### src/design/smac_pkg.sv
`default_nettype none

package smac_pkg;

    // Window lengths and price width
    localparam int SHORT_LEN  = 20;
    localparam int LONG_LEN   = 50;
    localparam int PRICE_BITS = 32;

    // Derived widths
    localparam int CNT_W  = $clog2(LONG_LEN + 1);
    localparam int SDIV_W = $clog2(SHORT_LEN + 1);
    localparam int SSUM_W = PRICE_BITS + SDIV_W;
    localparam int LSUM_W = PRICE_BITS + CNT_W;
    localparam int LHS_W  = SSUM_W + CNT_W;
    localparam int RHS_W  = LSUM_W + SDIV_W;
    localparam int PROD_W = (LHS_W > RHS_W) ? LHS_W : RHS_W;

    // Short-versus-long relation of the averages
    typedef enum logic [1:0] {
        REL_EQUAL = 2'd0,
        REL_BELOW = 2'd1,
        REL_ABOVE = 2'd2
    } rel_t;

    // Item leaving the delay line stage, with its updated sample count
    typedef struct packed {
        logic                  valid;
        logic [PRICE_BITS-1:0] price;
        logic [CNT_W-1:0]      cnt;
    } stage_t;

endpackage

`default_nettype wire

### src/design/smac_if.sv
`default_nettype none

// Price samples into the detector
interface smac_in_if;
    logic        valid;
    logic        ready;
    logic [31:0] price;

    modport source (output valid, output price, input ready);
    modport sink   (input valid, input price, output ready);
endinterface

// Crossover results out of the detector
interface smac_out_if;
    logic        valid;
    logic        ready;
    logic [31:0] signal_price;
    logic        is_sell;

    modport source (output valid, output signal_price, output is_sell, input ready);
    modport sink   (input valid, input signal_price, input is_sell, output ready);
endinterface

`default_nettype wire

### src/design/sma_crossover_detector_top.sv
// Channel    | Dir | Payload                   | Transaction
// -----------+-----+---------------------------+---------------------------
// samples    | in  | price[31:0]               | valid && ready
// crossings  | out | signal_price[31:0], is_sell | valid && ready
//
// One sample per cycle while the output does not stall; a result passes through
// the sums and count registers, the cross multiply registers and a compare into
// the output register.
// rst_n clears counts, sums, relation (equal) and all valid flags at once.
// A stalled output holds the whole pipeline; samples keep flowing while the
// output register is empty or being drained in the same cycle.
`default_nettype none

module sma_crossover_detector_top
    import smac_pkg::*;
(
    input  wire logic  clk,
    input  wire logic  rst_n,
    smac_in_if.sink    samples,
    smac_out_if.source crossings
);

    logic                  advance;
    logic                  accept;
    logic [PRICE_BITS-1:0] price;
    logic [PRICE_BITS-1:0] tap [LONG_LEN];

    logic [CNT_W-1:0]  cnt_reg,       cnt_next;
    logic [SSUM_W-1:0] short_sum_reg, short_sum_next;
    logic [LSUM_W-1:0] long_sum_reg,  long_sum_next;
    stage_t            s1_reg,        s1_next;

    assign samples.ready = advance;
    assign accept        = samples.valid && advance;
    assign price         = PRICE_BITS'(samples.price);

    // delay line: cell 0 holds the newest price
    for (genvar i = 0; i < LONG_LEN; i++)
    begin : g_line
        if (i == 0)
        begin : g_head
            smac_cell u_cell (
                .clk   (clk),
                .shift (accept),
                .d     (price),
                .q     (tap[i])
            );
        end
        else
        begin : g_body
            smac_cell u_cell (
                .clk   (clk),
                .shift (accept),
                .d     (tap[i-1]),
                .q     (tap[i])
            );
        end
    end

    // running sums and saturating count
    always_comb
    begin
        cnt_next       = cnt_reg;
        short_sum_next = short_sum_reg;
        long_sum_next  = long_sum_reg;
        s1_next        = s1_reg;
        if (advance)
            s1_next.valid = 1'b0;
        if (accept)
        begin
            if (cnt_reg >= CNT_W'(SHORT_LEN))
                short_sum_next = short_sum_reg + SSUM_W'(price)
                                 - SSUM_W'(tap[SHORT_LEN-1]);
            else
                short_sum_next = short_sum_reg + SSUM_W'(price);

            if (cnt_reg >= CNT_W'(LONG_LEN))
                long_sum_next = long_sum_reg + LSUM_W'(price)
                                - LSUM_W'(tap[LONG_LEN-1]);
            else
                long_sum_next = long_sum_reg + LSUM_W'(price);

            if (cnt_reg < CNT_W'(LONG_LEN))
                cnt_next = cnt_reg + CNT_W'(1);

            s1_next.valid = 1'b1;
            s1_next.price = price;
            s1_next.cnt   = cnt_next;
        end
    end

    always_ff @(posedge clk or negedge rst_n)
    begin
        if (!rst_n)
        begin
            cnt_reg       <= '0;
            short_sum_reg <= '0;
            long_sum_reg  <= '0;
            s1_reg        <= '0;
        end
        else
        begin
            cnt_reg       <= cnt_next;
            short_sum_reg <= short_sum_next;
            long_sum_reg  <= long_sum_next;
            s1_reg        <= s1_next;
        end
    end

    // cross multiply, compare and output
    smac_eval u_eval (
        .clk       (clk),
        .rst_n     (rst_n),
        .s1        (s1_reg),
        .short_sum (short_sum_reg),
        .long_sum  (long_sum_reg),
        .advance   (advance),
        .crossings (crossings)
    );

endmodule

`default_nettype wire

### src/design/smac_cell.sv
`default_nettype none

// One element of the price delay line
module smac_cell
    import smac_pkg::*;
(
    input  wire logic                  clk,
    input  wire logic                  shift,
    input  wire logic [PRICE_BITS-1:0] d,
    output logic      [PRICE_BITS-1:0] q
);

    logic [PRICE_BITS-1:0] price_reg;
    logic [PRICE_BITS-1:0] price_next;

    // take the neighbor's price on every transaction
    always_comb
    begin
        price_next = shift ? d : price_reg;
    end

    always_ff @(posedge clk)
    begin
        price_reg <= price_next;
    end

    assign q = price_reg;

endmodule

`default_nettype wire

### src/design/smac_eval.sv
`default_nettype none

// Cross-multiply stage, compare stage and output register
module smac_eval
    import smac_pkg::*;
(
    input  wire logic              clk,
    input  wire logic              rst_n,
    input  wire stage_t            s1,
    input  wire logic [SSUM_W-1:0] short_sum,
    input  wire logic [LSUM_W-1:0] long_sum,
    output logic                   advance,
    smac_out_if.source             crossings
);

    logic                  s2_valid_reg,  s2_valid_next;
    logic                  s2_full_reg,   s2_full_next;
    logic [PRICE_BITS-1:0] s2_price_reg,  s2_price_next;
    logic [PROD_W-1:0]     lhs_reg,       lhs_next;
    logic [PROD_W-1:0]     rhs_reg,       rhs_next;
    rel_t                  prior_reg,     prior_next;
    logic                  out_valid_reg, out_valid_next;
    logic [31:0]           out_price_reg, out_price_next;
    logic                  out_sell_reg,  out_sell_next;

    logic [SDIV_W-1:0] sdiv;
    rel_t              rel;
    logic              buy;
    logic              sell;

    // pipeline moves whenever the output register is free or being drained
    assign advance = !out_valid_reg || crossings.ready;

    // divisors: count capped at each window
    always_comb
    begin
        if (s1.cnt < CNT_W'(SHORT_LEN))
            sdiv = SDIV_W'(s1.cnt);
        else
            sdiv = SDIV_W'(SHORT_LEN);
    end

    // stage 2: cross products
    always_comb
    begin
        s2_valid_next = s2_valid_reg;
        s2_full_next  = s2_full_reg;
        s2_price_next = s2_price_reg;
        lhs_next      = lhs_reg;
        rhs_next      = rhs_reg;
        if (advance)
        begin
            s2_valid_next = s1.valid;
            s2_full_next  = (s1.cnt == CNT_W'(LONG_LEN));
            s2_price_next = s1.price;
            lhs_next      = PROD_W'(short_sum) * PROD_W'(s1.cnt);
            rhs_next      = PROD_W'(long_sum) * PROD_W'(sdiv);
        end
    end

    // stage 3: relation and crossover decision
    always_comb
    begin
        if (lhs_reg < rhs_reg)
            rel = REL_BELOW;
        else if (lhs_reg > rhs_reg)
            rel = REL_ABOVE;
        else
            rel = REL_EQUAL;
        buy  = s2_full_reg && (prior_reg == REL_BELOW) && (rel != REL_BELOW);
        sell = s2_full_reg && (prior_reg == REL_ABOVE) && (rel != REL_ABOVE);
    end

    always_comb
    begin
        prior_next     = prior_reg;
        out_valid_next = out_valid_reg;
        out_price_next = out_price_reg;
        out_sell_next  = out_sell_reg;
        if (advance)
        begin
            out_valid_next = s2_valid_reg && (buy || sell);
            out_price_next = 32'(s2_price_reg);
            out_sell_next  = sell;
            if (s2_valid_reg)
                prior_next = rel;
        end
    end

    // control registers
    always_ff @(posedge clk or negedge rst_n)
    begin
        if (!rst_n)
        begin
            s2_valid_reg  <= 1'b0;
            prior_reg     <= REL_EQUAL;
            out_valid_reg <= 1'b0;
        end
        else
        begin
            s2_valid_reg  <= s2_valid_next;
            prior_reg     <= prior_next;
            out_valid_reg <= out_valid_next;
        end
    end

    // payload registers
    always_ff @(posedge clk)
    begin
        s2_full_reg   <= s2_full_next;
        s2_price_reg  <= s2_price_next;
        lhs_reg       <= lhs_next;
        rhs_reg       <= rhs_next;
        out_price_reg <= out_price_next;
        out_sell_reg  <= out_sell_next;
    end

    assign crossings.valid        = out_valid_reg;
    assign crossings.signal_price = out_price_reg;
    assign crossings.is_sell      = out_sell_reg;

endmodule

`default_nettype wire

### src/flat_wrapper.sv
// flat-port wrapper written by rule: the top's interface ports become plain ports
module sma_crossover_detector_top_flat import smac_pkg::*;
  (clk, rst_n, samples_valid, samples_price, samples_ready, crossings_valid, crossings_signal_price, crossings_is_sell, crossings_ready);
  smac_in_if samples_i ();
  smac_out_if crossings_i ();
  input  wire logic clk;
  input  wire logic rst_n;
  input wire logic [$bits(samples_i.valid)-1:0] samples_valid;
  input wire logic [$bits(samples_i.price)-1:0] samples_price;
  output wire logic [$bits(samples_i.ready)-1:0] samples_ready;
  output wire logic [$bits(crossings_i.valid)-1:0] crossings_valid;
  output wire logic [$bits(crossings_i.signal_price)-1:0] crossings_signal_price;
  output wire logic [$bits(crossings_i.is_sell)-1:0] crossings_is_sell;
  input wire logic [$bits(crossings_i.ready)-1:0] crossings_ready;
  assign samples_i.valid = samples_valid;
  assign samples_i.price = samples_price;
  assign samples_ready = samples_i.ready;
  assign crossings_valid = crossings_i.valid;
  assign crossings_signal_price = crossings_i.signal_price;
  assign crossings_is_sell = crossings_i.is_sell;
  assign crossings_i.ready = crossings_ready;
  sma_crossover_detector_top u_core (.clk(clk), .rst_n(rst_n), .samples(samples_i), .crossings(crossings_i));
endmodule
### config.mk
export PLATFORM = sky130hd
export DESIGN_NAME = sma_crossover_detector_top_flat
export DESIGN_NICKNAME = d
export VERILOG_FILES = /design/src/design/smac_pkg.sv /design/src/design/smac_if.sv /design/src/design/sma_crossover_detector_top.sv /design/src/design/smac_cell.sv /design/src/design/smac_eval.sv /design/src/flat_wrapper.sv
export SDC_FILE = /design/constraint.sdc
export NUM_CORES = 2
export LEC_CHECK = 0
export BUFFER_PORTS_ARGS = -buffer_cell sky130_fd_sc_hd__buf_2
export CAP_MARGIN = 20
export CORE_MARGIN = 2
export CORE_UTILIZATION = 58
export CTS_CLUSTER_DIAMETER = 80
export DETAILED_ROUTE_END_ITERATION = 12
export HOLD_SLACK_MARGIN = 0.06
export PLACE_DENSITY_LB_ADDON = 0.25
export SYNTH_ARGS = -nofsm -noshare
export SYNTH_HDL_FRONTEND = slang
export SYNTH_SLANG_ARGS = --single-unit
### constraint.sdc
create_clock -name clk -period 129.3 [get_ports clk]
set_input_delay 19.395 -clock clk [delete_from_list [all_inputs] [get_ports clk]]
set_output_delay 19.395 -clock clk [all_outputs]
set_load 0.005 [all_outputs]
[Yosys cells after proc, flatten, opt, wreduce, memory -nomap -nowiden]
Index checks and enable logic that the tools add are counted.
Storage, ports and cells
  register bits after elaboration: 1870
  latch bits: 0
  memory bits (writable): 0
  bits in read-only memories: 0
  bits of input ports: 36
  output and inout port bits: 35
  word-level logic and storage cells: 101
  memories: 0
Cells by class
  add/subtract/negate cells: 5
  $mul: 2
  div/mod/pow operators: 0
  order comparisons: 6
  equal/unequal tests: 5
  shift operators: 0
  muxes and demuxes: 8
  bitwise gates (word level): 0
  reductions and logical operators: 11
Operator list (number)
  43-bit > comparator: 1
  43-bit < comparator: 1
  37-bit by 6-bit multiplier with 43-bit output: 1
  38-bit by 5-bit multiplier with 43-bit output: 1
  39-bit two-way mux: 1
  38-bit by 32-bit adder with 38-bit output: 1
  38-bit two-way mux: 1
  38-bit by 32-bit subtractor with 38-bit output: 1
  37-bit by 32-bit adder with 37-bit output: 1
  37-bit two-way mux: 1
  37-bit by 32-bit subtractor with 37-bit output: 1
  6-bit by 1-bit adder with 6-bit output, second input constant: 1
  6-bit == test, second input constant: 1
  6-bit by 5-bit >= comparator with 1-bit output, second input constant: 1
  6-bit >= comparator, second input constant: 1
  1-bit logical AND: 6
  6-bit by 5-bit < comparator with 1-bit output, second input constant: 1
  6-bit < comparator, second input constant: 1
  6-bit two-way mux: 1
  5-bit two-way mux: 1
  2-bit two-way mux: 2
  2-bit by 1-bit == test with 1-bit output, second input constant: 1
  2-bit == test, second input constant: 1
  1-bit logical OR: 2
  6 further kinds: 6

[Longest topological paths before layout]
  depth in word-level cells: 7
  mapped depth: 26
  depth with buffers taken out: 25

[Modules after synthesis]
A second synthesis with hierarchy kept.
Unflattened totals
  cell total of the unflattened synthesis: 5018
  area total of the unflattened synthesis: 78096.2 µm²
By module, submodules not included
  smac_cell: times used 50, cells an instance 32, area an instance 960.9 µm², seq. area each 960.9 µm²
  smac_eval: times used 1, cells an instance 1924, area an instance 18457.7 µm², seq. area each 4664.5 µm²
  sma_crossover_detector_top: times used 1, cells an instance 1494, area an instance 11592.4 µm², seq. area each 2852.7 µm²

[Worst setup path after synthesis]
OpenSTA, ideal clock, no wires.
  path type: input -> register
  from: input crossings_ready
  to: register u_core.g_line[0].g_head.u_cell.price_reg[0], enable pin
  library setup time: 2.581 ns
  data arrival time: 68.379 ns
  data required time: 126.719 ns
  slack: 58.340 ns
  cell stages on the path: 6
  path buffers: 3
  path through: nand2b_1 > clkbuf_1 > nand2_1 > clkinv_1 > clkbuf_1 > buf_1
On the way
  cells in the longest elaborated chain, start to end: 2
RTL lines
  from (decl): RTL line flat_wrapper.sv:14  | input wire logic [$bits(crossings_i.ready)-1:0] crossings_ready;
  1-bit logical OR: RTL line smac_eval.sv:32  | assign advance = !out_valid_reg || crossings.ready;
  via samples_ready: RTL line flat_wrapper.sv:10  | output wire logic [$bits(samples_i.ready)-1:0] samples_ready;
  1-bit logical AND: RTL line sma_crossover_detector_top.sv:34  | assign accept = samples.valid && advance;
  via u_core.accept: RTL line sma_crossover_detector_top.sv:24  | logic accept;
  to (signal assigned): RTL line smac_cell.sv:24  | price_reg <= price_next;
  to (decl): RTL line smac_cell.sv:13  | logic [PRICE_BITS-1:0] price_reg;
The timed path passes the listed nets, and every way through them passes these cells.
A chain may end at the register's enable or synchronous reset.

[Worst setup path in the final report]
  from: input crossings_ready
  to: output samples_ready
On the way
  cells in the longest elaborated chain, start to end: 1
RTL lines (RTL line)
  1-bit logical OR: smac_eval.sv:32
  to (decl): flat_wrapper.sv:10
Every way passes these cells.

==> metrics.md <==
| Metric | Value |
|---|---|
| Multi-input gate area | `20,000 µm²` |
| Core footprint | `133,000 µm²` |
| Setup Skew | `0.0580 ns` |
| Area Growth Syn to Fin | `10.7%` |
| Max reg flops | `1,568` |
| DRC Markers | `0` |
| Final hold vios | `0` |
| CP Cell Sequence | `buf_2 -> nand2b_4 -> buf_2` |
| Post-route clock period utilization | `0.306` |
| CTS max path bufs | `3` |
| Initial antenna violation count | `8` |
| PortBufs | `70` |
| Postcts setup bufs | `0` |
| Final ANT Viol Nets | `0` |
| Via count | `38,200` |
| Crit end category | `primary output` |
| Largest net degree at the start of global routing | `177` |
| Crit path largest cell delay | `0.49 ns` |
| Clock slew at the register clock pins of the worst setup and hold paths | `0.06 ns` |
| Worst Setup EP | `samples_ready` |
| Row cnt | `134` |
| Starting Density | `0.583` |
| Synth Flop Type | `edfxtp_1` |
| Crit. Startpoint | `crossings_ready` |
| Share of layout cells above drive strength 1 | `0.0762` |
| # setup viols final | `0` |
| Most frequent CP cell | `buf_2` |
| Number of CTS-inserted buffers | `178` |
| Status | `completed` |
| Critical Path AT | `20.22 ns` |
| Startpoint types | `input port` |
| Initial drt markers | `3,061` |
| Post-cts resize count | `0` |
| Crit Path Class | `in2out` |
| Min Tclk post-route | `39.61 ns` |
| Syn_area_per_cell | `15.7 µm²` |
| Die ar. | `137,000 µm²` |
| Synth unique cells | `83` |
| Die height | `370 µm` |
| Final GP Congestion | `0.832` |
| Average wire per standard cell | `18.7 µm` |
| Clock latency on the worst-skew pair | `0.83 ns` |
| Clock root cell | `clkbuf_16` |
| Reg area | `55,600 µm²` |
| RSZ-0062 raised after global routing | `false` |
| Ys async rst share | `0.0631` |
| Pre-antenna DRT Iters | `8` |
| Synth Register Bits | `1,870` |
| Final HPWL from detailed placement | `82,000 µm` |
| Yosys synthesis warning count | `0` |
| HP Class | `reg2reg` |
| DP Worst Slack | `89.64 ns` |
| Crit path max fanout | `41` |
| Setup TNS | `0 ns` |
| Vias in the first global route | `38,000` |
| Clock Sinks | `1,870` |
| Vias per cell | `5.42` |
| Reg2reg end | `u_core.u_eval.rhs_reg[42]` |
| DRT Wirelength | `131,000 µm` |
| Fin. max-slew vios | `0` |
| Gr ovfl total | `0` |
| Slowest stage cell on the critical path | `nand2b_4` |
| Cts hold-fix bufs | `0` |
| Post-synth EDFFs | `1,752` |
| Die width | `370 µm` |
| Total Routing Usage GR | `0.195` |
| Mapped Area | `77,600 µm²` |
| H-tree Lvls | `4` |
| FMAX | `25.2 MHz` |
| Global-route wire length before repair | `207,000 µm` |
| Syn Inst Count | `4,941` |
| R2r setup slk | `121.63 ns` |
| Least-Margin Pin Slew | `1.09 ns` |
| Seq/Total Area, Yosys | `0.716` |
| Slew HR | `0.276` |
| Boundary pin count | `71` |
| CTS tree | `yes` |
| R2R cell count | `23` |
| Fin worst setup slack | `89.69 ns` |
| Required @ worst endpoint | `109.90 ns` |
| Net count, final | `5,677` |
| Max_cap viols | `0` |
| Layout filler cell count | `9,284` |
| Post-Syn Nets | `5,505` |
cells in the final DEF, fill, tap and decap left out, drive strengths merged, types with 21 or more instances in the layout:
cell type     n
a211oi       21
a21o        123
a21oi       247
a31oi        23
and2         57
and3         92
buf         108
clkbuf      230
clkinv       76
dfrtp       118
edfxtp     1752
fa          253
ha          275
inv         449
nand2       506
nand2b       31
nand3        34
nand4        29
nor2        153
nor2b        60
nor3         32
o21a         34
o21ai       151
o21bai       36
xnor2       132
xor2         68
per-layer routing:
layer / vias up / global-route usage / wire length (µm)
met3: 229 / 0.0405 / 7450
li1: 18200 / - / -
met2: 863 / 0.291 / 58700
met1: 18900 / 0.288 / 61100
met4: 2 / 0.0721 / 3890
met5: - / 0 / 13
Yosys cell counts (60+ instances only):
cell type	count	area, µm²
a21o_1	123	923
nor2_1	153	574
fa_1	253	5060
a21oi_1	245	1230
edfxtp_1	1752	52600
nor2b_1	60	375
o21ai_0	146	731
clkbuf_1	100	375
xor2_1	67	587
inv_1	439	1650
nand2_1	506	1900
xnor2_1	131	1150
ha_1	275	3440
and3_1	91	569
dfrtp_1	118	2950
worst min-delay path by stage:
stage,cells past startpoint,to,slack (ns),from
after floorplan,0,u_core.g_line[10].g_body.u_cell.q[0],0.40,u_core.g_line[9].g_body.u_cell.q[0]
after global placement,0,u_core.g_line[27].g_body.u_cell.q[26],0.40,u_core.g_line[26].g_body.u_cell.q[26]
after detailed placement,0,u_core.g_line[10].g_body.u_cell.q[7],0.40,u_core.g_line[9].g_body.u_cell.q[7]
after CTS,0,u_core.g_line[40].g_body.u_cell.q[7],0.37,u_core.g_line[39].g_body.u_cell.q[7]
after global routing,0,u_core.g_line[26].g_body.u_cell.q[0],0.39,u_core.g_line[25].g_body.u_cell.q[0]
final,0,u_core.g_line[26].g_body.u_cell.q[0],0.37,u_core.g_line[25].g_body.u_cell.q[0]
critical path, delay by kind of cell:
| family | cells | cell delay [ns] |
|---|---|---|
| and+or+nand+nor | 1 | 0.49 |
| buffers and inverters | 2 | 0.30 |
layout make-up:
type | instances | share of cell area
clock buffers | 230 | 0.0548
repair buffers | 108 | 0.00846
clock inverters | 100 | 0.0124
well taps | 1768 | 0.0257
flip-flops and latches | 1870 | 0.647
multi-input cells | 2515 | 0.233
inverters | 440 | 0.0193
diodes | 2 | 0.0000583
per-stage QoR:
step / hold WS [ns] / util / cells / area, µm²
6_report: 0.374 / 0.645 / 7033 / 85900
5_1_grt: 0.389 / 0.645 / 7031 / 85900
4_1_cts: 0.373 / 0.645 / 7028 / 85800
3_5_place_dp: 0.405 / 0.601 / 6698 / 80100
3_3_place_gp: 0.400 / 0.601 / 6697 / 80000
2_1_floorplan: 0.400 / - / 4941 / 77600
logic make-up (layout without fill, tap and decap cells):
logic type	after synthesis	count (layout)	synth area share
mux	18	18	0.00237
other cells	0	2	0
xor+xnor	200	200	0.0228
fa+ha+maj	528	528	0.110
buf+inv	556	878	0.0270
compound gates	737	737	0.0606
flops	1870	1870	0.716
simple gates	1032	1032	0.0616
Power is not shown: default switching activity piles up to over one toggle a cycle in this logic, so the estimate is an artifact.
